<file path="src/hw/rtl/contrast_autofocus_hill_climb_defines.svh">
// assertion macros for the autofocus rtl
// no dependencies; define NO_ASSERTIONS to compile them out
`ifndef CONTRAST_AUTOFOCUS_HILL_CLIMB_DEFINES_SVH
`define CONTRAST_AUTOFOCUS_HILL_CLIMB_DEFINES_SVH

`ifndef NO_ASSERTIONS

// property checked on every edge outside reset
`define CAF_ASSERT(name, clk, rst, prop) \
  name: assert property (@(posedge clk) disable iff (rst) prop) \
    else $error("autofocus assertion failed");

// condition in one cycle implies an outcome in the next
`define CAF_ASSERT_NEXT(name, clk, rst, cond, outcome) \
  name: assert property (@(posedge clk) disable iff (rst) (cond) |=> (outcome)) \
    else $error("autofocus assertion failed");

`else

`define CAF_ASSERT(name, clk, rst, prop)
`define CAF_ASSERT_NEXT(name, clk, rst, cond, outcome)

`endif

`endif

</file>
<file path="src/hw/rtl/caf_pkg.sv">
// shared types, constants and grid helpers for the contrast autofocus block
// no dependencies
package caf_pkg;

  localparam int GRID_COLS    = 12;
  localparam int GRID_BLOCKS  = 96;
  localparam int MAX_LENS_POS = 1023;

  localparam int SUM_W    = 39;
  localparam int POS_W    = 12;
  localparam int STEP_W   = 8;
  localparam int FRAMES_W = 9;
  localparam int PADDR_W  = 5;

  localparam logic signed [POS_W-1:0] LENS_MAX = POS_W'(MAX_LENS_POS);
  localparam logic [FRAMES_W-1:0]     FRAMES_MAX = '1;

  // request kinds
  localparam logic [1:0] KIND_SAMPLE = 2'd0;
  localparam logic [1:0] KIND_START  = 2'd1;
  localparam logic [1:0] KIND_CANCEL = 2'd2;

  // register indexes (byte address / 4)
  localparam logic [2:0] REG_WIN_LEFT       = 3'd0;
  localparam logic [2:0] REG_WIN_TOP        = 3'd1;
  localparam logic [2:0] REG_WIN_WIDTH      = 3'd2;
  localparam logic [2:0] REG_WIN_HEIGHT     = 3'd3;
  localparam logic [2:0] REG_COARSE_STEP    = 3'd4;
  localparam logic [2:0] REG_FINE_STEP      = 3'd5;
  localparam logic [2:0] REG_STARTUP_FRAMES = 3'd6;

  typedef struct packed {
    logic [3:0] win_left;
    logic [2:0] win_top;
    logic [3:0] win_width;
    logic [3:0] win_height;
    logic [6:0] coarse_step;
    logic [6:0] fine_step;
    logic [7:0] startup_frames;
  } cfg_t;

  typedef struct packed {
    logic [1:0]  kind;
    logic        in_win;
    logic [31:0] contrast;
    logic        last;
  } item_t;

  // row = idx / 12 via reciprocal 171/2048, exact for 7-bit indexes
  function automatic logic [3:0] grid_row(input logic [6:0] idx);
    logic [14:0] prod;
    prod = 15'(idx) * 15'd171;
    return prod[14:11];
  endfunction

  function automatic logic [3:0] grid_col(input logic [6:0] idx);
    logic [3:0] row;
    logic [6:0] base;
    row  = grid_row(idx);
    base = 7'({row, 3'b000}) + 7'({row, 2'b00});
    return 4'(idx - base);
  endfunction

endpackage

</file>
<file path="src/hw/rtl/contrast_autofocus_hill_climb.sv">
// top level of the contrast autofocus hill-climb block
// depends on caf_pkg, caf_regs, caf_blk_in and caf_climb
//
//  channel   dir  handshake          contents
//  s_*       in   tvalid / tready    block sample or trigger request
//  m_*       out  tvalid / tready    one focus result per frame
//  apb       in   psel / penable     configuration registers at 4*index
//
// one request is taken per cycle unless a waiting last-block sample holds the input
// register; a request passes through the input register, and the frame step for a
// last-block sample is registered into the result register that drives m_tvalid.
// a last-block sample waits in the input register while the result register
// still holds an untaken result; other requests keep flowing.
// synchronous reset restores register defaults and clears all scan state.
module contrast_autofocus_hill_climb (
  input  logic                        clk,
  input  logic                        rst,
  input  logic                        s_tvalid,
  output logic                        s_tready,
  input  logic [39:0]                 s_tdata,  // block_index[6:0], contrast[38:7], zero
  input  logic [1:0]                  s_tuser,  // kind[1:0]
  input  logic                        s_tlast,
  output logic                        m_tvalid,
  input  logic                        m_tready,
  output logic [63:0]                 m_tdata,  // reported_position[11:0],
                                                // new_position[23:12],
                                                // figure_of_merit[62:24],
                                                // scan_active[63]
  input  logic                        psel,
  input  logic                        penable,
  input  logic                        pwrite,
  input  logic [caf_pkg::PADDR_W-1:0] paddr,
  input  logic [31:0]                 pwdata,
  output logic [31:0]                 prdata,
  output logic                        pready
);

  caf_pkg::cfg_t  cfg;
  caf_pkg::item_t item;
  logic           item_valid;
  logic           advance;

  caf_regs u_regs (
    .clk     (clk),
    .rst     (rst),
    .psel    (psel),
    .penable (penable),
    .pwrite  (pwrite),
    .paddr   (paddr),
    .pwdata  (pwdata),
    .prdata  (prdata),
    .pready  (pready),
    .cfg     (cfg)
  );

  caf_blk_in u_blk_in (
    .clk         (clk),
    .rst         (rst),
    .cfg         (cfg),
    .in_valid    (s_tvalid),
    .in_ready    (s_tready),
    .kind        (s_tuser),
    .block_index (s_tdata[6:0]),
    .contrast    (s_tdata[38:7]),
    .last_block  (s_tlast),
    .advance     (advance),
    .item_valid  (item_valid),
    .item        (item)
  );

  caf_climb u_climb (
    .clk        (clk),
    .rst        (rst),
    .cfg        (cfg),
    .item_valid (item_valid),
    .item       (item),
    .advance    (advance),
    .out_valid  (m_tvalid),
    .out_ready  (m_tready),
    .out_data   (m_tdata)
  );

endmodule

</file>
<file path="src/hw/rtl/caf_regs.sv">
// configuration registers behind a small apb-style port
// depends on caf_pkg
module caf_regs (
  input  logic                        clk,
  input  logic                        rst,
  input  logic                        psel,
  input  logic                        penable,
  input  logic                        pwrite,
  input  logic [caf_pkg::PADDR_W-1:0] paddr,
  input  logic [31:0]                 pwdata,
  output logic [31:0]                 prdata,
  output logic                        pready,
  output caf_pkg::cfg_t               cfg
);

  logic       wr_en;
  logic [2:0] reg_idx;

  assign pready  = 1'b1;
  assign wr_en   = psel & penable & pwrite;
  assign reg_idx = paddr[4:2];

  always_ff @(posedge clk) begin
    if (rst) begin
      cfg.win_left       <= 4'd3;
      cfg.win_top        <= 3'd2;
      cfg.win_width      <= 4'd6;
      cfg.win_height     <= 4'd4;
      cfg.coarse_step    <= 7'd31;
      cfg.fine_step      <= 7'd4;
      cfg.startup_frames <= 8'd30;
    end else if (wr_en) begin
      unique case (reg_idx)
        caf_pkg::REG_WIN_LEFT:       cfg.win_left       <= pwdata[3:0];
        caf_pkg::REG_WIN_TOP:        cfg.win_top        <= pwdata[2:0];
        caf_pkg::REG_WIN_WIDTH:      cfg.win_width      <= pwdata[3:0];
        caf_pkg::REG_WIN_HEIGHT:     cfg.win_height     <= pwdata[3:0];
        caf_pkg::REG_COARSE_STEP:    cfg.coarse_step    <= pwdata[6:0];
        caf_pkg::REG_FINE_STEP:      cfg.fine_step      <= pwdata[6:0];
        caf_pkg::REG_STARTUP_FRAMES: cfg.startup_frames <= pwdata[7:0];
        default: ;
      endcase
    end
  end

  always_comb begin
    unique case (reg_idx)
      caf_pkg::REG_WIN_LEFT:       prdata = 32'(cfg.win_left);
      caf_pkg::REG_WIN_TOP:        prdata = 32'(cfg.win_top);
      caf_pkg::REG_WIN_WIDTH:      prdata = 32'(cfg.win_width);
      caf_pkg::REG_WIN_HEIGHT:     prdata = 32'(cfg.win_height);
      caf_pkg::REG_COARSE_STEP:    prdata = 32'(cfg.coarse_step);
      caf_pkg::REG_FINE_STEP:      prdata = 32'(cfg.fine_step);
      caf_pkg::REG_STARTUP_FRAMES: prdata = 32'(cfg.startup_frames);
      default:                     prdata = '0;
    endcase
  end

endmodule

</file>
<file path="src/hw/rtl/caf_blk_in.sv">
// input register: takes a request and decodes window membership of its block
// depends on caf_pkg
module caf_blk_in (
  input  logic           clk,
  input  logic           rst,
  input  caf_pkg::cfg_t  cfg,
  input  logic           in_valid,
  output logic           in_ready,
  input  logic [1:0]     kind,
  input  logic [6:0]     block_index,
  input  logic [31:0]    contrast,
  input  logic           last_block,
  input  logic           advance,
  output logic           item_valid,
  output caf_pkg::item_t item
);

  logic       accept;
  logic       item_valid_next;
  logic [3:0] row;
  logic [3:0] col;
  logic [4:0] col_end;
  logic [4:0] row_end;
  logic       in_grid;
  logic       in_win;

  assign in_ready = !item_valid || advance;
  assign accept   = in_valid && in_ready;

  // window is clipped by the grid since col never exceeds it and in_grid drops rows past it
  always_comb begin
    row     = caf_pkg::grid_row(block_index);
    col     = caf_pkg::grid_col(block_index);
    col_end = 5'(cfg.win_left) + 5'(cfg.win_width);
    row_end = 5'(cfg.win_top) + 5'(cfg.win_height);
    in_grid = 32'(block_index) < 32'(caf_pkg::GRID_BLOCKS);
    in_win  = in_grid && (col >= cfg.win_left) && (5'(col) < col_end)
              && (row >= 4'(cfg.win_top)) && (5'(row) < row_end);
  end

  always_comb begin
    item_valid_next = item_valid;
    if (accept) begin
      item_valid_next = 1'b1;
    end else if (advance) begin
      item_valid_next = 1'b0;
    end
  end

  always_ff @(posedge clk) begin
    if (rst) begin
      item_valid <= 1'b0;
    end else begin
      item_valid <= item_valid_next;
    end
  end

  always_ff @(posedge clk) begin
    if (accept) begin
      item.kind     <= kind;
      item.in_win   <= in_win;
      item.contrast <= contrast;
      item.last     <= last_block;
    end
  end

endmodule

</file>
<file path="src/hw/rtl/caf_climb.sv">
// window accumulation, hill-climb frame step and result register
// depends on caf_pkg and the assertion macro header
`include "contrast_autofocus_hill_climb_defines.svh"

module caf_climb (
  input  logic           clk,
  input  logic           rst,
  input  caf_pkg::cfg_t  cfg,
  input  logic           item_valid,
  input  caf_pkg::item_t item,
  output logic           advance,
  output logic           out_valid,
  input  logic           out_ready,
  output logic [63:0]    out_data
);

  localparam int SW = caf_pkg::SUM_W;
  localparam int PW = caf_pkg::POS_W;
  localparam int TW = caf_pkg::STEP_W;
  localparam int FW = caf_pkg::FRAMES_W;

  logic        [SW-1:0] window_sum, window_sum_next;
  logic        [SW-1:0] best_sum, best_sum_next;
  logic signed [PW-1:0] best_position, best_position_next;
  logic signed [PW-1:0] lens_position, lens_position_next;
  logic signed [TW-1:0] step_size, step_size_next;
  logic        [1:0]    retries_left, retries_left_next;
  logic                 scanning, scanning_next;
  logic        [FW-1:0] frames_seen, frames_seen_next;
  logic                 out_valid_next;

  logic                 is_frame;
  logic                 fire_frame;
  logic        [SW:0]   acc_raw;
  logic        [SW-1:0] acc;
  logic        [SW+3:0] sum10, best9;
  logic        [SW+2:0] sum5, best4;
  logic                 passed;
  logic                 drop;
  logic                 new_best;
  logic        [SW-1:0] best1;
  logic signed [PW-1:0] bpos1;
  logic                 at_end;
  logic                 done;
  logic        [1:0]    retries_c;
  logic signed [TW-1:0] step_c;
  logic signed [PW-1:0] step_ext;
  logic        [TW-1:0] mag;
  logic signed [TW-1:0] step_odd;
  logic signed [TW-1:0] half;

  // frame step results
  logic        [SW-1:0] f_best;
  logic signed [PW-1:0] f_bpos;
  logic signed [PW-1:0] f_lens;
  logic signed [TW-1:0] f_step;
  logic        [1:0]    f_retries;
  logic                 f_scanning;
  logic        [FW-1:0] f_frames;

  assign is_frame   = (item.kind == caf_pkg::KIND_SAMPLE) && item.last;
  assign advance    = item_valid && (!is_frame || !out_valid || out_ready);
  assign fire_frame = advance && is_frame;

  // saturating window accumulation
  always_comb begin
    acc_raw = {1'b0, window_sum} + (SW+1)'(item.contrast);
    if (!item.in_win) begin
      acc = window_sum;
    end else if (acc_raw[SW]) begin
      acc = '1;
    end else begin
      acc = acc_raw[SW-1:0];
    end
  end

  // threshold tests against the old best; equivalent since a new best never trips them
  always_comb begin
    sum10    = (SW+4)'({acc, 3'b000}) + (SW+4)'({acc, 1'b0});
    best9    = (SW+4)'({best_sum, 3'b000}) + (SW+4)'(best_sum);
    sum5     = (SW+3)'({acc, 2'b00}) + (SW+3)'(acc);
    best4    = (SW+3)'({best_sum, 2'b00});
    passed   = sum10 < best9;
    drop     = sum5 < best4;
    new_best = acc >= best_sum;
    best1    = new_best ? acc : best_sum;
    bpos1    = new_best ? lens_position : best_position;
  end

  // one climbing step, reversing at the lens ends until the retries run out
  always_comb begin
    at_end    = step_size[TW-1] ? (lens_position <= 0) : (lens_position >= caf_pkg::LENS_MAX);
    retries_c = retries_left;
    step_c    = step_size;
    done      = passed;
    if (!passed && at_end) begin
      if (retries_left <= 2'd1) begin
        retries_c = '0;
        done      = 1'b1;
      end else begin
        retries_c = retries_left - 2'd1;
        step_c    = -step_size;
      end
    end
    step_ext = {{(PW-TW){step_c[TW-1]}}, step_c};
    mag      = step_c[TW-1] ? TW'(-step_c) : TW'(step_c);
    // divide by two rounding toward zero
    step_odd = step_c[TW-1] ? step_c + TW'(1) : step_c;
    half     = step_odd >>> 1;
  end

  always_comb begin
    f_best     = best1;
    f_bpos     = bpos1;
    f_lens     = lens_position;
    f_step     = step_size;
    f_retries  = retries_left;
    f_scanning = scanning;
    if (scanning) begin
      f_retries = retries_c;
      f_step    = step_c;
      if (!done) begin
        f_lens = lens_position + step_ext;
      end else if (mag > {1'b0, cfg.fine_step}) begin
        // passed the peak with a coarse step: back up and refine
        f_lens    = bpos1 + step_ext;
        f_step    = -half;
        f_retries = 2'd1;
        f_best    = '0;
      end else begin
        f_lens     = bpos1;
        f_scanning = 1'b0;
      end
    end else if (drop || (frames_seen == FW'(cfg.startup_frames))) begin
      f_best     = '0;
      f_step     = TW'(cfg.coarse_step);
      f_retries  = 2'd2;
      f_scanning = 1'b1;
    end
    f_frames = (frames_seen == caf_pkg::FRAMES_MAX) ? frames_seen : frames_seen + FW'(1);
  end

  always_comb begin
    window_sum_next    = window_sum;
    best_sum_next      = best_sum;
    best_position_next = best_position;
    lens_position_next = lens_position;
    step_size_next     = step_size;
    retries_left_next  = retries_left;
    scanning_next      = scanning;
    frames_seen_next   = frames_seen;
    if (advance) begin
      unique case (item.kind)
        caf_pkg::KIND_START: begin
          best_sum_next     = '0;
          step_size_next    = TW'(cfg.coarse_step);
          retries_left_next = 2'd2;
          scanning_next     = 1'b1;
        end
        caf_pkg::KIND_CANCEL: begin
          scanning_next = 1'b0;
        end
        caf_pkg::KIND_SAMPLE: begin
          if (item.last) begin
            window_sum_next    = '0;
            best_sum_next      = f_best;
            best_position_next = f_bpos;
            lens_position_next = f_lens;
            step_size_next     = f_step;
            retries_left_next  = f_retries;
            scanning_next      = f_scanning;
            frames_seen_next   = f_frames;
          end else begin
            window_sum_next = acc;
          end
        end
        default: ;
      endcase
    end
  end

  always_comb begin
    out_valid_next = out_valid;
    if (fire_frame) begin
      out_valid_next = 1'b1;
    end else if (out_ready) begin
      out_valid_next = 1'b0;
    end
  end

  always_ff @(posedge clk) begin
    if (rst) begin
      window_sum    <= '0;
      best_sum      <= '0;
      best_position <= '0;
      lens_position <= '0;
      step_size     <= '0;
      retries_left  <= '0;
      scanning      <= 1'b0;
      frames_seen   <= '0;
      out_valid     <= 1'b0;
    end else begin
      window_sum    <= window_sum_next;
      best_sum      <= best_sum_next;
      best_position <= best_position_next;
      lens_position <= lens_position_next;
      step_size     <= step_size_next;
      retries_left  <= retries_left_next;
      scanning      <= scanning_next;
      frames_seen   <= frames_seen_next;
      out_valid     <= out_valid_next;
    end
  end

  always_ff @(posedge clk) begin
    if (fire_frame) begin
      out_data <= {f_scanning, acc, f_lens, lens_position};
    end
  end

  `CAF_ASSERT(a_retries_range, clk, rst, retries_left != 2'd3)
  `CAF_ASSERT(a_no_overwrite, clk, rst, (out_valid && !out_ready) |-> !fire_frame)
  `CAF_ASSERT_NEXT(a_sum_cleared, clk, rst, fire_frame, window_sum == '0)
  `CAF_ASSERT_NEXT(a_cancel_idles, clk, rst, advance && (item.kind == caf_pkg::KIND_CANCEL), !scanning)

endmodule

</file>
<file path="config.mk">
export PLATFORM = sky130hd
export DESIGN_NAME = contrast_autofocus_hill_climb
export DESIGN_NICKNAME = d
export VERILOG_FILES = /design/src/hw/rtl/caf_pkg.sv /design/src/hw/rtl/contrast_autofocus_hill_climb.sv /design/src/hw/rtl/caf_regs.sv /design/src/hw/rtl/caf_blk_in.sv /design/src/hw/rtl/caf_climb.sv
export VERILOG_INCLUDE_DIRS = /design/src /design/src/hw/rtl
export SDC_FILE = /design/constraint.sdc
export NUM_CORES = 1
export LEC_CHECK = 0
export ABC_AREA = 1
export BUFFER_PORTS_ARGS = -buffer_cell sky130_fd_sc_hd__buf_4
export CAP_MARGIN = 20
export CORE_MARGIN = 5
export CORE_UTILIZATION = 31
export CTS_BUF_LIST = sky130_fd_sc_hd__clkbuf_8 sky130_fd_sc_hd__clkbuf_16
export DETAILED_ROUTE_END_ITERATION = 16
export HOLD_SLACK_MARGIN = 0.1
export PLACE_DENSITY_LB_ADDON = 0.15
export SKIP_CTS_REPAIR_TIMING = 1
export SYNTH_ARGS = -nofsm -noshare
export SYNTH_HDL_FRONTEND = slang
export SYNTH_SLANG_ARGS = --single-unit
</file>
<file path="constraint.sdc">
create_clock -name clk -period 24.5 [get_ports clk]
set_input_delay 2.45 -clock clk [delete_from_list [all_inputs] [get_ports clk]]
set_output_delay 2.45 -clock clk [all_outputs]
set_load 0.02 [all_outputs]
</file>
==> results <==
- The run finished with clean final reports.
- The number of enable-type register cells in the synthesized netlist is 100.
- In the routed design, unresolved DRC markers number 0.
- The mapped cell area is 0.02294 mm^2.
- The initial antenna violation count came to 1.
- The worst hold path class is reg2reg.
- The height of the chip is 282.1 um.
- Data arrives at the worst endpoint at 12.00 ns.
- The final count of pins violating max slew is 0.
- The headroom to the max-slew limit is 30.67%.
- Among all flip-flop cells after synthesis, the most frequent one is sky130_fd_sc_hd__dfxtp_1.
- The commonest cells after synthesis are 721 x sky130_fd_sc_hd__nand2_1, 411 x sky130_fd_sc_hd__a21oi_1, 401 x sky130_fd_sc_hd__inv_1.
- For the pin with the worst max-slew slack, the measured transition is 1.035 ns.
- In the global route stage, overall resource usage came out at 17.17%.
- The number of failing hold endpoints at the final stage is 0.
- The x dimension of the die is 282.1 um.
- The number of cells after detailed placement is 4231.
- The clock skew after layout is 0.03439 ns.
- The full die area is 0.07956 mm^2.
- The initial detailed-routing violation count is 1060.
- After layout, the worst path uses 47.14% of the clock period.
- The power density over cell area is 108.0 mW/mm^2.
- Entering global routing, the biggest net connects 62 pins.
- The number of fillers in the final layout is 7871.
- The largest single stage delay on the critical path is 0.75 ns.
- The number of global-route vias before repair is 20270.
- The power share of the clock group is 21.3%.
- The routed wire length per instance is 16.27 um.
- The analysis attributes to cell leakage a power of 12.16 nW.
- The worst setup path is launched from a flop.
- Derived from the worst setup path, the maximum achievable clock frequency is 86.59 MHz.
- Wires add up to 69.96 mm.
- In this run, the combinational gates consume 61.3% of the power.
- For this configuration, the core starts out at a cell density of 31.34%.
- Internal power comes to 1.458 mW.
- In this run the most used layer during global routing was met2.
- The HPWL after detailed placement is 55.19 mm.
- Input and output buffers added on the ports amount to 133.
- The biggest area consumer among synthesized cells is sky130_fd_sc_hd__ha_1.
- For this run, the number of Yosys warnings is 0.
- The net load switching power is 1.377 mW.
- The area of the multi-input gates is 0.01478 mm^2.
- The path type of the worst setup path is reg2reg.
- 186 I/O pins were placed.
- The antenna diode count is 0.
- Setup repair after global routing left no endpoint under its margin.
- The via total after detailed routing is 20940.
- Of the total power, registers draw 17.4%.
- Of the post-synthesis cell area, the dominant cell type holds 17.29%.
- Along the worst path, the maximum fanout reaches 20.
- The number of iterations in the first detailed-routing pass is 5.
- Max-cap violations in this run came to 0.
- After synthesis, the cell types taking the most area are sky130_fd_sc_hd__ha_1 17%, sky130_fd_sc_hd__dfxtp_1 14%, sky130_fd_sc_hd__edfxtp_1 13%.
- The aggregate negative setup slack is 0 ns.
- Of the cells placed in the final design, the portion with a size suffix greater than 1 is 7.872%.
- The total clock buffers created by CTS is 37.
- The post-synthesis average cell area is 7.186 um^2.
- The switching fraction of total power is 48.57%.
- Once layout is complete, the cells apart from fillers number 4300.
- The total of endpoints with negative setup slack in the final report is 0.
- By instance count, the leading cell after synthesis is sky130_fd_sc_hd__nand2_1.
- In this design, the critical path's most frequently occurring cell is sky130_fd_sc_hd__nand2_1.
- The worst supply voltage drop on vdd is 49.95 uV.
- In this run the clock root is driven by a sky130_fd_sc_hd__clkbuf_16.
- Summed over all layers, the global routing overflow is 0.
- Synthesis produced a netlist whose cell count is 3193.
- The register area is 0.006226 mm^2.
- The cell with the largest stage delay on the worst path is sky130_fd_sc_hd__nor2_1.
- Clock tree synthesis found a total of 261 sinks.
- The area of the core is 0.07321 mm^2.
- The placer congestion estimate is 0.8525.
- TritonCTS built the clock tree.
- The number of nets in the layout is 3732.
- The synthesized design contains 261 register bits.
- The final core area utilization is 35.87%.
- At the worst endpoint, the required time is 24.95 ns.
- The clock reaches the later pin of the worst-skew pair after 0.56 ns.
- The netlist uses 59 different library cells.
- In the routed layout, each cell is associated on average with a via count of 4.869.
- The met2 routing resource usage after global routing is 29.33%.
- In this run the core area contains 99 standard-cell rows.
- The sequential element share of the synthesized area is 27.13%.
- The final period demand of the worst path is 11.55 ns.
- The clock passes through at most 3 buffers.
- The met3 usage in global routing is 2.088%.
- After synthesis, the share of flip-flops with an asynchronous set or reset is 0%.
- The wire length of the first global-routing pass is 109.3 mm.
- Relative to the synthesized area, the layout overhead comes to 14.43%.
- In the global route stage, met1 resource usage came out at 23.35%.
- Clock-pin slew was measured on the worst setup and hold paths at 0.06 ns.
- The endpoint class of the critical path is a flop.
- The number of levels in the clock H-tree is 2.
- Once detail routing completed, the nets flagged for antenna violations numbered 0.
-- critical path: cells and delay by family (launching register included) --
| family | cells | cell delay, ns |
|---|---|---|
| AOI/OAI and AO/OA | 17 | 3.86 |
| xor gates and xnor gates | 1 | 0.30 |
| adders and majority gates | 4 | 1.42 |
| buffers and inverters | 6 | 1.58 |
| DFF | 1 | 0.42 |
| and+or+nand+nor | 24 | 3.82 |
-- flip-flops by register name (all words and copies together), names as in the netlist --
signal,cells
u_blk_in.item,36
u_blk_in.item_valid,1
u_climb.best_position,12
u_climb.best_sum,39
u_climb.frames_seen,9
u_climb.lens_position,12
u_climb.out_data,64
u_climb.out_valid,1
u_climb.retries_left,2
u_climb.scanning,1
u_climb.step_size,8
u_climb.window_sum,39
u_regs.cfg,37
-- power by group through the flow --
| stage | Clock (mW) | Combinational (mW) | Sequential [mW] |
|---|---|---|---|
| 2_1_floorplan | 0 | 1.29 | 0.495 |
| 3_3_place_gp | 0 | 1.74 | 0.503 |
| 3_5_place_dp | 0 | 1.75 | 0.503 |
| 4_1_cts | 0.625 | 1.76 | 0.494 |
| 5_1_grt | 0.640 | 2.01 | 0.496 |
| 6_report | 0.605 | 1.74 | 0.494 |
-- cell families (layout without fill, tap and decap cells) --
logic type      Yosys count  count (layout)  share of synthesized area, %
simple gates           1213            1213                         22.20
compound gates          745             745                         17.87
buf+inv                 502             627                         8.850
fa+ha+maj               333             333                         18.68
flops                   261             261                         27.13
xor+xnor                137             137                         5.230
other cells               2              25                       0.03273
-- final timing paths --
kind                                                          start                             endpoint  slack [ns]  depth (start not counted)
worst min-delay path            u_climb.window_sum[26]$_SDFFE_PP0P_  u_climb.window_sum[26]$_SDFFE_PP0P_        0.49                          2
worst max-delay path                    u_blk_in.item[13]$_DFFE_PP_        u_climb.scanning$_SDFFE_PP0P_       12.95                         52
worst min register to register  u_climb.window_sum[26]$_SDFFE_PP0P_  u_climb.window_sum[26]$_SDFFE_PP0P_        0.49                          2
worst max register to register          u_blk_in.item[13]$_DFFE_PP_        u_climb.scanning$_SDFFE_PP0P_       12.95                         52
-- per-layer routing --
layer / routed length, um / part of all wire, %
met5: 19 / 0.027
met4: 1423 / 2.0
met3: 2609 / 3.7
met2: 32310 / 46
met1: 33590 / 48
-- cells in the final DEF, fill, tap and decap left out, types with 17 or more instances in the layout --
master | synthesis | final
sky130_fd_sc_hd__a21oi_1 | 411 | 411
sky130_fd_sc_hd__nor3_1 | 29 | 29
sky130_fd_sc_hd__ha_1 | 317 | 317
sky130_fd_sc_hd__clkbuf_16 | 0 | 39
sky130_fd_sc_hd__conb_1 | 2 | 25
sky130_fd_sc_hd__edfxtp_1 | 100 | 100
sky130_fd_sc_hd__nand4_1 | 39 | 39
sky130_fd_sc_hd__xor2_1 | 83 | 83
sky130_fd_sc_hd__inv_1 | 401 | 404
sky130_fd_sc_hd__buf_4 | 28 | 147
sky130_fd_sc_hd__nand3_1 | 111 | 111
sky130_fd_sc_hd__xnor2_1 | 54 | 54
sky130_fd_sc_hd__o21ai_0 | 188 | 188
sky130_fd_sc_hd__nand2_1 | 721 | 721
sky130_fd_sc_hd__dfxtp_1 | 161 | 161
sky130_fd_sc_hd__nor2_1 | 245 | 245
sky130_fd_sc_hd__a31oi_1 | 17 | 17
-- layout make-up --
class                      count  area share [%]
clock buffer                  42           3.874
sequential                   261           23.71
tap                          959           4.570
inverter                     411           5.876
multi-input combinational   2453           56.29
timing repair buffer         148           4.260
clock inverter                26           1.420
-- metrics by stage --
step	area (um^2)	setup slack, ns	hold slack (ns)	power, mW
after floorplan	23030	16.47	0.4466	1.784
after global placement	24850	12.84	0.4760	2.246
after detailed placement	24850	12.87	0.4782	2.251
after CTS	26240	12.85	0.4864	2.876
after global routing	26260	11.96	0.5075	3.148
final	26260	12.95	0.4886	2.836
Power figures use the tool's default switching activity.
